### src/rtl/core/rsi_pkg.sv
// Types, constants and the digit decoder of the radix string parser.
`default_nettype none

package rsi_pkg;

    localparam int unsigned VALUE_BITS = 64;
    localparam int unsigned COUNT_BITS = 16;

    typedef logic [VALUE_BITS-1:0] value_t;
    typedef logic [COUNT_BITS-1:0] count_t;
    typedef logic [6:0]            digit_t;

    typedef enum logic [1:0] {
        PH_LEAD,
        PH_SIGN,
        PH_MID,
        PH_DIGITS
    } phase_t;

    localparam logic [2:0] REG_RADIX      = 3'd0;
    localparam logic [2:0] REG_FILL_CHAR  = 3'd1;
    localparam logic [2:0] REG_MINUS_CHAR = 3'd2;
    localparam logic [2:0] REG_PLUS_CHAR  = 3'd3;
    localparam logic [2:0] REG_FILL_MODE  = 3'd4;
    localparam logic [2:0] REG_CASE_MODE  = 3'd5;

    localparam logic [1:0] FILL_BEFORE = 2'd0;
    localparam logic [1:0] CASE_EITHER = 2'd0;
    localparam logic [1:0] CASE_UPPER  = 2'd1;
    localparam logic [1:0] CASE_LOWER  = 2'd2;

    localparam logic [5:0] RADIX_MIN = 6'd2;
    localparam logic [5:0] RADIX_MAX = 6'd36;

    localparam logic [5:0] RESET_RADIX      = 6'd10;
    localparam logic [7:0] RESET_MINUS_CHAR = 8'd45;
    localparam logic [7:0] RESET_PLUS_CHAR  = 8'd43;

    localparam logic [7:0] CHR_NUL     = 8'h00;
    localparam logic [7:0] CHR_ZERO    = 8'h30;
    localparam logic [7:0] CHR_NINE    = 8'h39;
    localparam logic [7:0] CHR_UPPER_A = 8'h41;
    localparam logic [7:0] CHR_UPPER_Z = 8'h5A;
    localparam logic [7:0] CHR_LOWER_A = 8'h61;
    localparam logic [7:0] CHR_LOWER_Z = 8'h7A;
    localparam logic [7:0] UPPER_BIAS  = 8'd55;
    localparam logic [7:0] LOWER_BIAS  = 8'd87;

    localparam digit_t DIGIT_NONE = 7'd99;

    function automatic digit_t digit_of(input logic [7:0] c, input logic [1:0] case_mode);
        logic   up_ok;
        logic   lo_ok;
        logic [7:0] diff;
        digit_t d;
        up_ok = (case_mode != CASE_LOWER);
        lo_ok = (case_mode != CASE_UPPER);
        d     = DIGIT_NONE;
        diff  = '0;
        if (c >= CHR_ZERO && c <= CHR_NINE) begin
            diff = c - CHR_ZERO;
            d    = diff[6:0];
        end else if (up_ok && c >= CHR_UPPER_A && c <= CHR_UPPER_Z) begin
            diff = c - UPPER_BIAS;
            d    = diff[6:0];
        end else if (lo_ok && c >= CHR_LOWER_A && c <= CHR_LOWER_Z) begin
            diff = c - LOWER_BIAS;
            d    = diff[6:0];
        end
        return d;
    endfunction

endpackage

`default_nettype wire

### src/rtl/core/radix_string_to_integer.sv
// Top level of the radix string parser: one character per item, one number per string.
//
// Input channel (s_): one character per item in s_tdata, s_tuser set on the first
// character of a string. Leading fill, an optional sign and digits of the configured
// radix are taken until the first character that does not fit; that character ends
// the string and one result item leaves on the output channel (m_): the signed value
// wrapped to 64 bits and the saturating count of consumed characters in m_tdata, and
// the bad radix flag in m_tuser. Items arriving after the end are dropped until the
// next start. Configuration is written through cfg_wr_en, cfg_addr and cfg_wdata.
// An item waits in the input register; a result that it ends goes to the output register
// behind m_tvalid. Throughput is one item per cycle unless a held result stalls it, set by the
// single multiply-accumulate of a 64-bit value by a 6-bit radix.
// A result waiting on a stalled receiver holds the output register; the block keeps
// taking items that end no string, and stops at the first one that would.
// Reset clears the channels, sets the configuration registers to their defaults
// and leaves the parser waiting for a start.
`default_nettype none

module radix_string_to_integer (
    input  wire logic        aclk,
    input  wire logic        aresetn,
    input  wire logic        cfg_wr_en,
    input  wire logic [2:0]  cfg_addr,
    input  wire logic [7:0]  cfg_wdata,
    input  wire logic        s_tvalid,
    output logic             s_tready,
    input  wire logic [7:0]  s_tdata,   // chr[7:0]
    input  wire logic        s_tuser,   // start_req
    output logic             m_tvalid,
    input  wire logic        m_tready,
    output logic [79:0]      m_tdata,   // value[63:0], consumed[79:64]
    output logic             m_tuser    // bad_radix
);
    import rsi_pkg::*;

    logic       radix_reg;
    logic [5:0] radix_val_reg;
    logic [7:0] fill_char_reg;
    logic [7:0] minus_char_reg;
    logic [7:0] plus_char_reg;
    logic [1:0] fill_mode_reg;
    logic [1:0] case_mode_reg;

    logic       in_valid_reg;
    logic [7:0] chr_reg;
    logic       start_reg;

    phase_t phase_reg, phase_next;
    logic   neg_reg, neg_next;
    value_t acc_reg, acc_next;
    count_t cnt_reg, cnt_next;
    logic   stopped_reg, stopped_next;

    logic   out_valid_reg;
    value_t out_value_reg;
    count_t out_count_reg;
    logic   out_bad_reg;

    phase_t cur_phase;
    logic   cur_neg;
    value_t cur_acc;
    count_t cur_cnt;
    logic   cur_stop;

    logic   fill_on;
    logic   is_fill;
    logic   is_minus;
    logic   is_plus;
    logic   at_sign;
    logic   at_mid;
    logic   lead_skip;
    logic   sign_take;
    logic   mid_skip;
    logic   bad_radix;
    digit_t digit;
    logic   digit_ok;
    value_t acc_mac;
    count_t cnt_inc;

    logic   res_valid;
    value_t res_value;
    count_t res_count;
    logic   res_bad;
    logic   adv;

    // Configuration registers.
    always_ff @(posedge aclk) begin
        if (!aresetn) begin
            radix_reg      <= 1'b1;
            radix_val_reg  <= RESET_RADIX;
            fill_char_reg  <= CHR_NUL;
            minus_char_reg <= RESET_MINUS_CHAR;
            plus_char_reg  <= RESET_PLUS_CHAR;
            fill_mode_reg  <= FILL_BEFORE;
            case_mode_reg  <= CASE_EITHER;
        end else if (cfg_wr_en) begin
            unique case (cfg_addr)
                REG_RADIX: begin
                    radix_val_reg <= cfg_wdata[5:0];
                    radix_reg     <= (cfg_wdata[5:0] >= RADIX_MIN)
                                     && (cfg_wdata[5:0] <= RADIX_MAX);
                end
                REG_FILL_CHAR:  fill_char_reg  <= cfg_wdata;
                REG_MINUS_CHAR: minus_char_reg <= cfg_wdata;
                REG_PLUS_CHAR:  plus_char_reg  <= cfg_wdata;
                REG_FILL_MODE:  fill_mode_reg  <= cfg_wdata[1:0];
                REG_CASE_MODE:  case_mode_reg  <= cfg_wdata[1:0];
                default: ;
            endcase
        end
    end

    assign bad_radix = !radix_reg;

    assign adv      = in_valid_reg && (!out_valid_reg || m_tready || !res_valid);
    assign s_tready = !in_valid_reg || adv;

    // Input register.
    always_ff @(posedge aclk) begin
        if (!aresetn) begin
            in_valid_reg <= 1'b0;
        end else if (s_tready) begin
            in_valid_reg <= s_tvalid;
        end
    end

    always_ff @(posedge aclk) begin
        if (s_tvalid && s_tready) begin
            chr_reg   <= s_tdata;
            start_reg <= s_tuser;
        end
    end

    // A start character restarts the string before it is looked at.
    assign cur_phase = start_reg ? PH_LEAD : phase_reg;
    assign cur_neg   = start_reg ? 1'b0 : neg_reg;
    assign cur_acc   = start_reg ? '0 : acc_reg;
    assign cur_cnt   = start_reg ? '0 : cnt_reg;
    assign cur_stop  = start_reg ? 1'b0 : stopped_reg;

    assign fill_on  = (fill_char_reg != CHR_NUL);
    assign is_fill  = fill_on && (chr_reg == fill_char_reg);
    assign is_minus = (minus_char_reg != CHR_NUL) && (chr_reg == minus_char_reg);
    assign is_plus  = (plus_char_reg != CHR_NUL) && (chr_reg == plus_char_reg);

    assign at_sign   = (cur_phase == PH_LEAD) || (cur_phase == PH_SIGN);
    assign at_mid    = at_sign || (cur_phase == PH_MID);
    assign lead_skip = (cur_phase == PH_LEAD) && is_fill && (fill_mode_reg == FILL_BEFORE);
    assign sign_take = at_sign && (is_minus || is_plus);
    // Fill after the sign, or in its place, is skipped in modes one and three.
    assign mid_skip  = at_mid && is_fill && fill_mode_reg[0];

    assign digit    = digit_of(chr_reg, case_mode_reg);
    assign digit_ok = digit < {1'b0, radix_val_reg};
    assign acc_mac  = cur_acc * value_t'(radix_val_reg) + value_t'(digit);
    assign cnt_inc  = (cur_cnt == '1) ? cur_cnt : cur_cnt + count_t'(1);

    always_comb begin
        phase_next   = cur_phase;
        neg_next     = cur_neg;
        acc_next     = cur_acc;
        cnt_next     = cur_cnt;
        stopped_next = cur_stop;
        res_valid    = 1'b0;
        res_value    = cur_neg ? value_t'(-cur_acc) : cur_acc;
        res_count    = cur_cnt;
        res_bad      = 1'b0;
        if (!cur_stop) begin
            priority if (bad_radix) begin
                stopped_next = 1'b1;
                res_valid    = 1'b1;
                res_bad      = 1'b1;
                res_value    = '0;
                res_count    = '0;
            end else if (lead_skip) begin
                cnt_next = cnt_inc;
            end else if (sign_take) begin
                phase_next = PH_MID;
                neg_next   = is_minus;
                cnt_next   = cnt_inc;
            end else if (mid_skip) begin
                phase_next = PH_MID;
                cnt_next   = cnt_inc;
            end else if (digit_ok) begin
                phase_next = PH_DIGITS;
                acc_next   = acc_mac;
                cnt_next   = cnt_inc;
            end else begin
                phase_next   = PH_DIGITS;
                stopped_next = 1'b1;
                res_valid    = 1'b1;
            end
        end
    end

    // Parser state.
    always_ff @(posedge aclk) begin
        if (!aresetn) begin
            phase_reg   <= PH_LEAD;
            neg_reg     <= 1'b0;
            acc_reg     <= '0;
            cnt_reg     <= '0;
            stopped_reg <= 1'b1;
        end else if (adv) begin
            phase_reg   <= phase_next;
            neg_reg     <= neg_next;
            acc_reg     <= acc_next;
            cnt_reg     <= cnt_next;
            stopped_reg <= stopped_next;
        end
    end

    // Result register.
    always_ff @(posedge aclk) begin
        if (!aresetn) begin
            out_valid_reg <= 1'b0;
        end else if (adv && res_valid) begin
            out_valid_reg <= 1'b1;
        end else if (m_tready) begin
            out_valid_reg <= 1'b0;
        end
    end

    always_ff @(posedge aclk) begin
        if (adv && res_valid) begin
            out_value_reg <= res_value;
            out_count_reg <= res_count;
            out_bad_reg   <= res_bad;
        end
    end

    assign m_tvalid = out_valid_reg;
    assign m_tdata  = {out_count_reg, out_value_reg};
    assign m_tuser  = out_bad_reg;

endmodule

`default_nettype wire

### config.mk
export PLATFORM = sky130hd
export DESIGN_NAME = radix_string_to_integer
export DESIGN_NICKNAME = d
export VERILOG_FILES = /design/src/rtl/core/rsi_pkg.sv /design/src/rtl/core/radix_string_to_integer.sv
export SDC_FILE = /design/constraint.sdc
export NUM_CORES = 2
export LEC_CHECK = 0
export BUFFER_PORTS_ARGS = -buffer_cell sky130_fd_sc_hd__buf_2
export CORE_MARGIN = 5
export CORE_UTILIZATION = 55
export CTS_CLUSTER_SIZE = 40
export DETAILED_ROUTE_END_ITERATION = 12
export GPL_TIMING_DRIVEN = 0
export PLACE_DENSITY = 0.75
export SETUP_SLACK_MARGIN = 0.4
export SYNTH_ARGS = -nofsm -noshare
export SYNTH_HDL_FRONTEND = slang
export SYNTH_SLANG_ARGS = --single-unit
### constraint.sdc
create_clock -name aclk -period 7.6 [get_ports aclk]
set_input_delay 0.76 -clock aclk [delete_from_list [all_inputs] [get_ports aclk]]
set_output_delay 0.76 -clock aclk [all_outputs]
set_load 0.02 [all_outputs]
After elaboration in Yosys (flattened, before gate mapping)
Index checks and enable logic that the tools add are counted.

Register bits after elaboration: 211. Output and inout bits: 83. Word-level logic and storage cells: 132.

Add/sub/neg operators: 6. Multipliers: 1. Magnitude comparators: 9. Equality and inequality tests: 13. Muxes and demuxes: 45. Reductions and logical operators: 39.

Operator list (number): two-way mux 64 bit (10); two-way mux 16 bit (10); adder 64 x 7 -> 64 bit (1); multiplier 64 x 6 -> 64 bit (1); negation 64 bit (1); == test 8 bit (3); nonzero test 8 bit (3); two-way mux 7 bit (3); two-way mux 1 bit (18); logical AND 1 bit (17); adder 16 x 1 -> 16 bit, second input constant (1); == test 16 bit, second input constant (1); >= comparator 8 x 7 -> 1 bit, second input constant (2); less-or-equal comparator 8 x 7 -> 1 bit, second input constant (2); subtractor 7 x 6 -> 7 bit, second input constant (2); AND reduction 2 bit (6); >= comparator 8 x 6 -> 1 bit, second input constant (1); less-or-equal comparator 8 x 6 -> 1 bit, second input constant (1); two-way mux 2 bit (4); less-than comparator 7 x 6 -> 1 bit (1); subtractor 7 bit, second input constant (1); == test 3 x 2 -> 1 bit, second input constant (2); == test 3 bit, second input constant (2); >= comparator 6 x 2 -> 1 bit, second input constant (1); 11 further kinds (19).

Logic depth before layout (Yosys ltp)
Depth after elaboration: 18. Depth in mapped cells: 28. Depth with buffers taken out: 24.

Least setup slack after synthesis
Ideal clock, no wire load.

Kind: register -> register. Start point: register chr_reg[1]. End point: register out_bad_reg (netlist: m_tuser) (enable). Arrival: 6.980 ns. Required time: 7.077 ns. Slack: 0.097 ns. Stages on the path, launching flop included: 22. Period minus slack after synthesis: 7.503 ns. Cells stage by stage: edfxtp_1 > clkbuf_1 > inv_1 > ha_1 > nor4b_2 > a2111oi_2 > o21ai_2 > nor2b_1 > o21ai_0 > nand2_1 > o21ai_0 > ha_1 > nand2_1 > nand2_1 > o41ai_1 > a21oi_1 > a211oi_2 > or3b_4 > o21a_1 > buf_2 > nand2_1 > nor2_1.

Cells in the longest elaborated chain, start to end: 17. Elaborated cells on any way between the ends: 40.

Ends and longest elaborated chain: from (decl) (RTL line radix_string_to_integer.sv:45) `logic [7:0] chr_reg;`; from (signal assigned) (RTL line radix_string_to_integer.sv:129) `chr_reg <= s_tdata;`; >= comparator 8 x 7 -> 1 bit (RTL line rsi_pkg.sv:66) `end else if (lo_ok && c >= CHR_LOWER_A && c <= CHR_LOWER_Z) begin`; logical AND 1 bit (2 in a row) (RTL line rsi_pkg.sv:66); two-way mux 7 bit (RTL line rsi_pkg.sv:66); two-way mux 7 bit (RTL line rsi_pkg.sv:63) `end else if (up_ok && c >= CHR_UPPER_A && c <= CHR_UPPER_Z) begin`; two-way mux 7 bit (RTL line rsi_pkg.sv:60) `if (c >= CHR_ZERO && c <= CHR_NINE) begin`; less-than comparator 7 x 6 -> 1 bit (RTL line radix_string_to_integer.sv:154) `assign digit_ok = digit < {1'b0, radix_val_reg};`; two-way mux 1 bit (RTL line radix_string_to_integer.sv:184) `end else if (digit_ok) begin`; two-way mux 1 bit (RTL line radix_string_to_integer.sv:181) `end else if (mid_skip) begin`; two-way mux 1 bit (RTL line radix_string_to_integer.sv:177) `end else if (sign_take) begin`; two-way mux 1 bit (*) (RTL line radix_string_to_integer.sv:175) `end else if (lead_skip) begin`; two-way mux 1 bit (*) (RTL line radix_string_to_integer.sv:169) `priority if (bad_radix) begin`; two-way mux 1 bit (*) (RTL line radix_string_to_integer.sv:168) `if (!cur_stop) begin`; logical NOT 1 bit (RTL line radix_string_to_integer.sv:115) `assign adv = in_valid_reg && (!out_valid_reg || m_tready || !res_valid);`; logical OR 1 bit (RTL line radix_string_to_integer.sv:115); logical AND 1 bit (RTL line radix_string_to_integer.sv:115); logical AND 1 bit (*) (RTL line radix_string_to_integer.sv:225) `if (adv && res_valid) begin`; to (signal assigned) (RTL line radix_string_to_integer.sv:228) `out_bad_reg <= res_bad;`; to (decl) (RTL line radix_string_to_integer.sv:57) `logic out_bad_reg;`.

Mark *: on every way between the ends. The rest lies on a longest branch, timed or not. A chain may end at the register's enable or synchronous reset.

Final worst setup path
Start point: register radix_val_reg[2]. End point: register acc_reg[50].

Cells in the longest elaborated chain, start to end: 10. Elaborated cells on any way between the ends: 18.

Ends and longest elaborated chain: from (decl) (RTL line radix_string_to_integer.sv:37) `logic [5:0] radix_val_reg;`; from (signal assigned) (RTL line radix_string_to_integer.sv:99) `radix_val_reg <= cfg_wdata[5:0];`; branches (longest 10 deep; another with multiplier 64 x 6 -> 64 bit); to (signal assigned) (RTL line radix_string_to_integer.sv:207) `acc_reg <= acc_next;`; to (decl) (RTL line radix_string_to_integer.sv:50) `value_t acc_reg, acc_next;`.

Parallel ways; which one is timed is not known.

==> reports/metrics.cfg <==
[run_status]
outcome = complete, no violations

[power_and_ir_drop]
power_leakage_nw = 11.7
p_per_area_nw_per_um2 = 106
p_sw_share_pct = 26.6
power_switching_mw = 0.705
p_total_mw = 2.65
seq_power_share_pct = 45.7
pwr-share-comb_pct = 8.4
vdd_drop_max_mv = 0.171
p_clk_share_pct = 45.9
internal_power_mw = 1.95

[worst_setup_path]
max_stage_delay_ns = 0.67
r2r_cells = 22
required_ns = 8.06
crit_path_end_kind = flip-flop
worstPathArrival_ns = 7.54
crit_top_cell = fa_1
cp_max_fo = 10
cp-start-kind = flip-flop
crit_type = flip-flop to flip-flop
path_cells = inv_1 -> nor2_2 -> clkbuf_1 -> and2_1 -> fa_1 -> fa_1 -> fa_1 -> ha_1 -> ha_1 -> clkbuf_1 -> a21oi_1 -> o21ai_0 -> a31oi_1 -> o21ai_0 -> a311oi_1 -> o41ai_4 -> buf_4 -> a221oi_4 -> buf_6 -> xnor2_4 -> a22oi_1 -> nor2b_2
cp_slowest_cell = dfxtp_1

[flow_run]
drv_cap = 0

[synthesis]
synth-seq-cells = 211
muxShareOfSynthArea_pct = 0.716
synth_top_family_by_area = adder cells
yosysTopAreaCellShare_pct = 21.6
synth.top_cells.by_area = fa_1, edfxtp_1, dfxtp_1
ys.flop_type = dfxtp_1
synth_edf_count = 90
ys_warn_count = 0
syn_avg_cell_area_um2 = 9.01
ys_seq_area_share_pct = 22.9
synthSimpleGateAreaFrac_pct = 23.3
synth_fa_ha_area_share_pct = 29.4
netlist_instances = 2485
synth_compound_area_share_pct = 13.0
synth.distinct_cells = 81
synth_fp_nets = 2892
syn_area_um2 = 22400
synthMostInstantiatedCell = and2_1
synth_top_area_cell = fa_1
synth_commonest_cells = and2_1, nand2_1, fa_1
synth_xor_xnor_area_share_pct = 5.52
ys_async_sr_fraction_pct = 0

[cells_and_area]
finish.utilization_pct = 62.4
fillers = 3394
final_area_um2 = 25000
fin_nets = 3046
syn2layout_area_growth_pct = 11.6
drive_gt1_share_pct = 10.8

[detailed_routing]
ant_nets = 0
drtIter0Drc = 1782
dr.pass1.iters = 8
wl_per_cell_um = 22.2
num_vias = 19200
drc = 0
drt-total-wl_um = 70600
vias_per_cell = 6.02

[clock_network]
clk_path_buf_depth = 3
tritoncts = built
clock_latency_ns = 0.56
cts.sink_count = 211
path_clk_slew_ns = 0.06
cts_max_level = 1
cts_hold_buf = 0
root_buffer = clkbuf_16
cts_buffers = 26

[timing]
slew_violations = 0
fin_crit_sh_pct = 93.1
period_minus_slack_ns = 7.08
rsz0062_at_grt = false
worstMarginPinSlew_ns = 1.05
whs_ns = 0.379
setup_viol = 0
hold_viol_final = 0
fmax_mhz = 141
relSlewSlack_pct = 29.6
tns_ns = 0
fin_worst_skew_ns = 0.0133

[placed_design]
post-dp-hpwl_um = 55200
dpl_cell_area_um2 = 23600
gp_congestion = 1.03
io_buffers = 106

[grt]
grt_first_pass_wirelength_um = 110000
antenna_found_initial = 0
grt_max_degree = 39
grt_use_total_pct = 31.3
grt_overflow_total = 0
first_global_vias = 19600

[die]
die_h_um = 212
fp.dieW_um = 212
num_rows = 73
die_area_um2 = 44800
coreArea_um2 = 40000
ios = 108
initial_utilization_pct = 55.9

[min_path]
hp-class = input port to flip-flop
min_path_cells = 1

-- what timing repair did --
item	CTS	global route
resized for setup	77	30
buffers inserted	9	9
pin swaps	11	11
cloned	0	0
setup endpoints to repair	63	31
-- critical path, delay by kind of cell (launching register included) --
kind | cells | cell delay [ns]
flops | 1 | 0.67
buf+inv | 5 | 1.40
simple gates | 3 | 0.99
compound gates | 8 | 1.72
fa+ha+maj | 5 | 2.06
xor+xnor | 1 | 0.12
-- logic make-up after synthesis --
family                     count (synthesis)
buffers and inverters                    296
adders and majority gates                382
DFF                                      211
AOI/OAI and AO/OA                        450
and+or+nand+nor                          989
xor gates and xnor gates                 141
muxes                                     16
-- per-stage QoR --
| step | instances | worst slack, ns |
|---|---|---|
| 6_report | 3184 | 0.521 |
| 5_1_grt | 3183 | 0.381 |
| 4_1_cts | 3174 | 0.328 |
| 3_5_place_dp | 3118 | -3.22 |
| 3_3_place_gp | 3116 | -3.19 |
| 2_1_floorplan | 2485 | 0.577 |
-- layer usage --
layer	GRT usage [%]	vias up	wire length, um	part of all wire [%]
met3	9.04	198	7400	10
li1	-	8673	-	-
met4	13.1	0	3350	4.7
met1	40.8	9340	28200	40
met2	49.3	962	31600	45
met5	0	-	0	0
-- placed cells by master (no fill, tap or decap), types with 15 or more instances in the layout --
cell,count
o21ai_1,36
o21ai_0,68
buf_4,21
dfxtp_1,121
nor3_1,31
and3_1,16
a31oi_1,19
buf_2,128
xnor2_1,53
clkbuf_1,113
nand3_1,32
nand2_1,245
nand2b_1,20
clkbuf_2,16
mux2i_1,16
ha_1,140
edfxtp_1,90
nor2b_1,63
fa_1,241
o31ai_1,15
a21o_1,40
a21oi_1,125
inv_1,123
a22oi_1,35
clkbuf_16,29
xor2_1,86
nor2_1,163
nor4_1,15
and2_1,312
nand4_1,21
-- power by group through the flow --
stage / logic (mW) / registers (mW) / clock network [mW]
after global routing: 0.239 / 1.21 / 1.27
after global placement: 0.199 / 1.24 / 0
final: 0.223 / 1.21 / 1.22
after detailed placement: 0.206 / 1.24 / 0
after CTS: 0.214 / 1.21 / 1.23
after floorplan: 0.109 / 1.25 / 0
-- area by class of cell --
type / count / area, um^2 / area share (%)
inverters: 126 / 473 / 1.89
flip-flops and latches: 211 / 5120 / 20.5
diodes: 1 / 2.50 / 0.0100
clock buffers: 30 / 718 / 2.88
plain buffers: 170 / 802 / 3.21
well taps: 525 / 657 / 2.63
clock inverters: 17 / 114 / 0.456
multi-input cells: 1978 / 16400 / 65.5
repair buffers: 126 / 709 / 2.84
-- worst paths after layout --
check | start | to | slack (ns)
worst min-delay path | s_tuser | start_reg$_DFFE_PP_ | 0.38
worst min register to register | cnt_reg[10]$_SDFFE_PN0P_ | cnt_reg[10]$_SDFFE_PN0P_ | 0.48
worst max-delay path | radix_val_reg[2]$_SDFFE_PN0P_ | acc_reg[50]$_SDFFE_PN0P_ | 0.52
worst max register to register | radix_val_reg[2]$_SDFFE_PN0P_ | acc_reg[50]$_SDFFE_PN0P_ | 0.52
No activity file was read; power rests on OpenSTA's default activity.
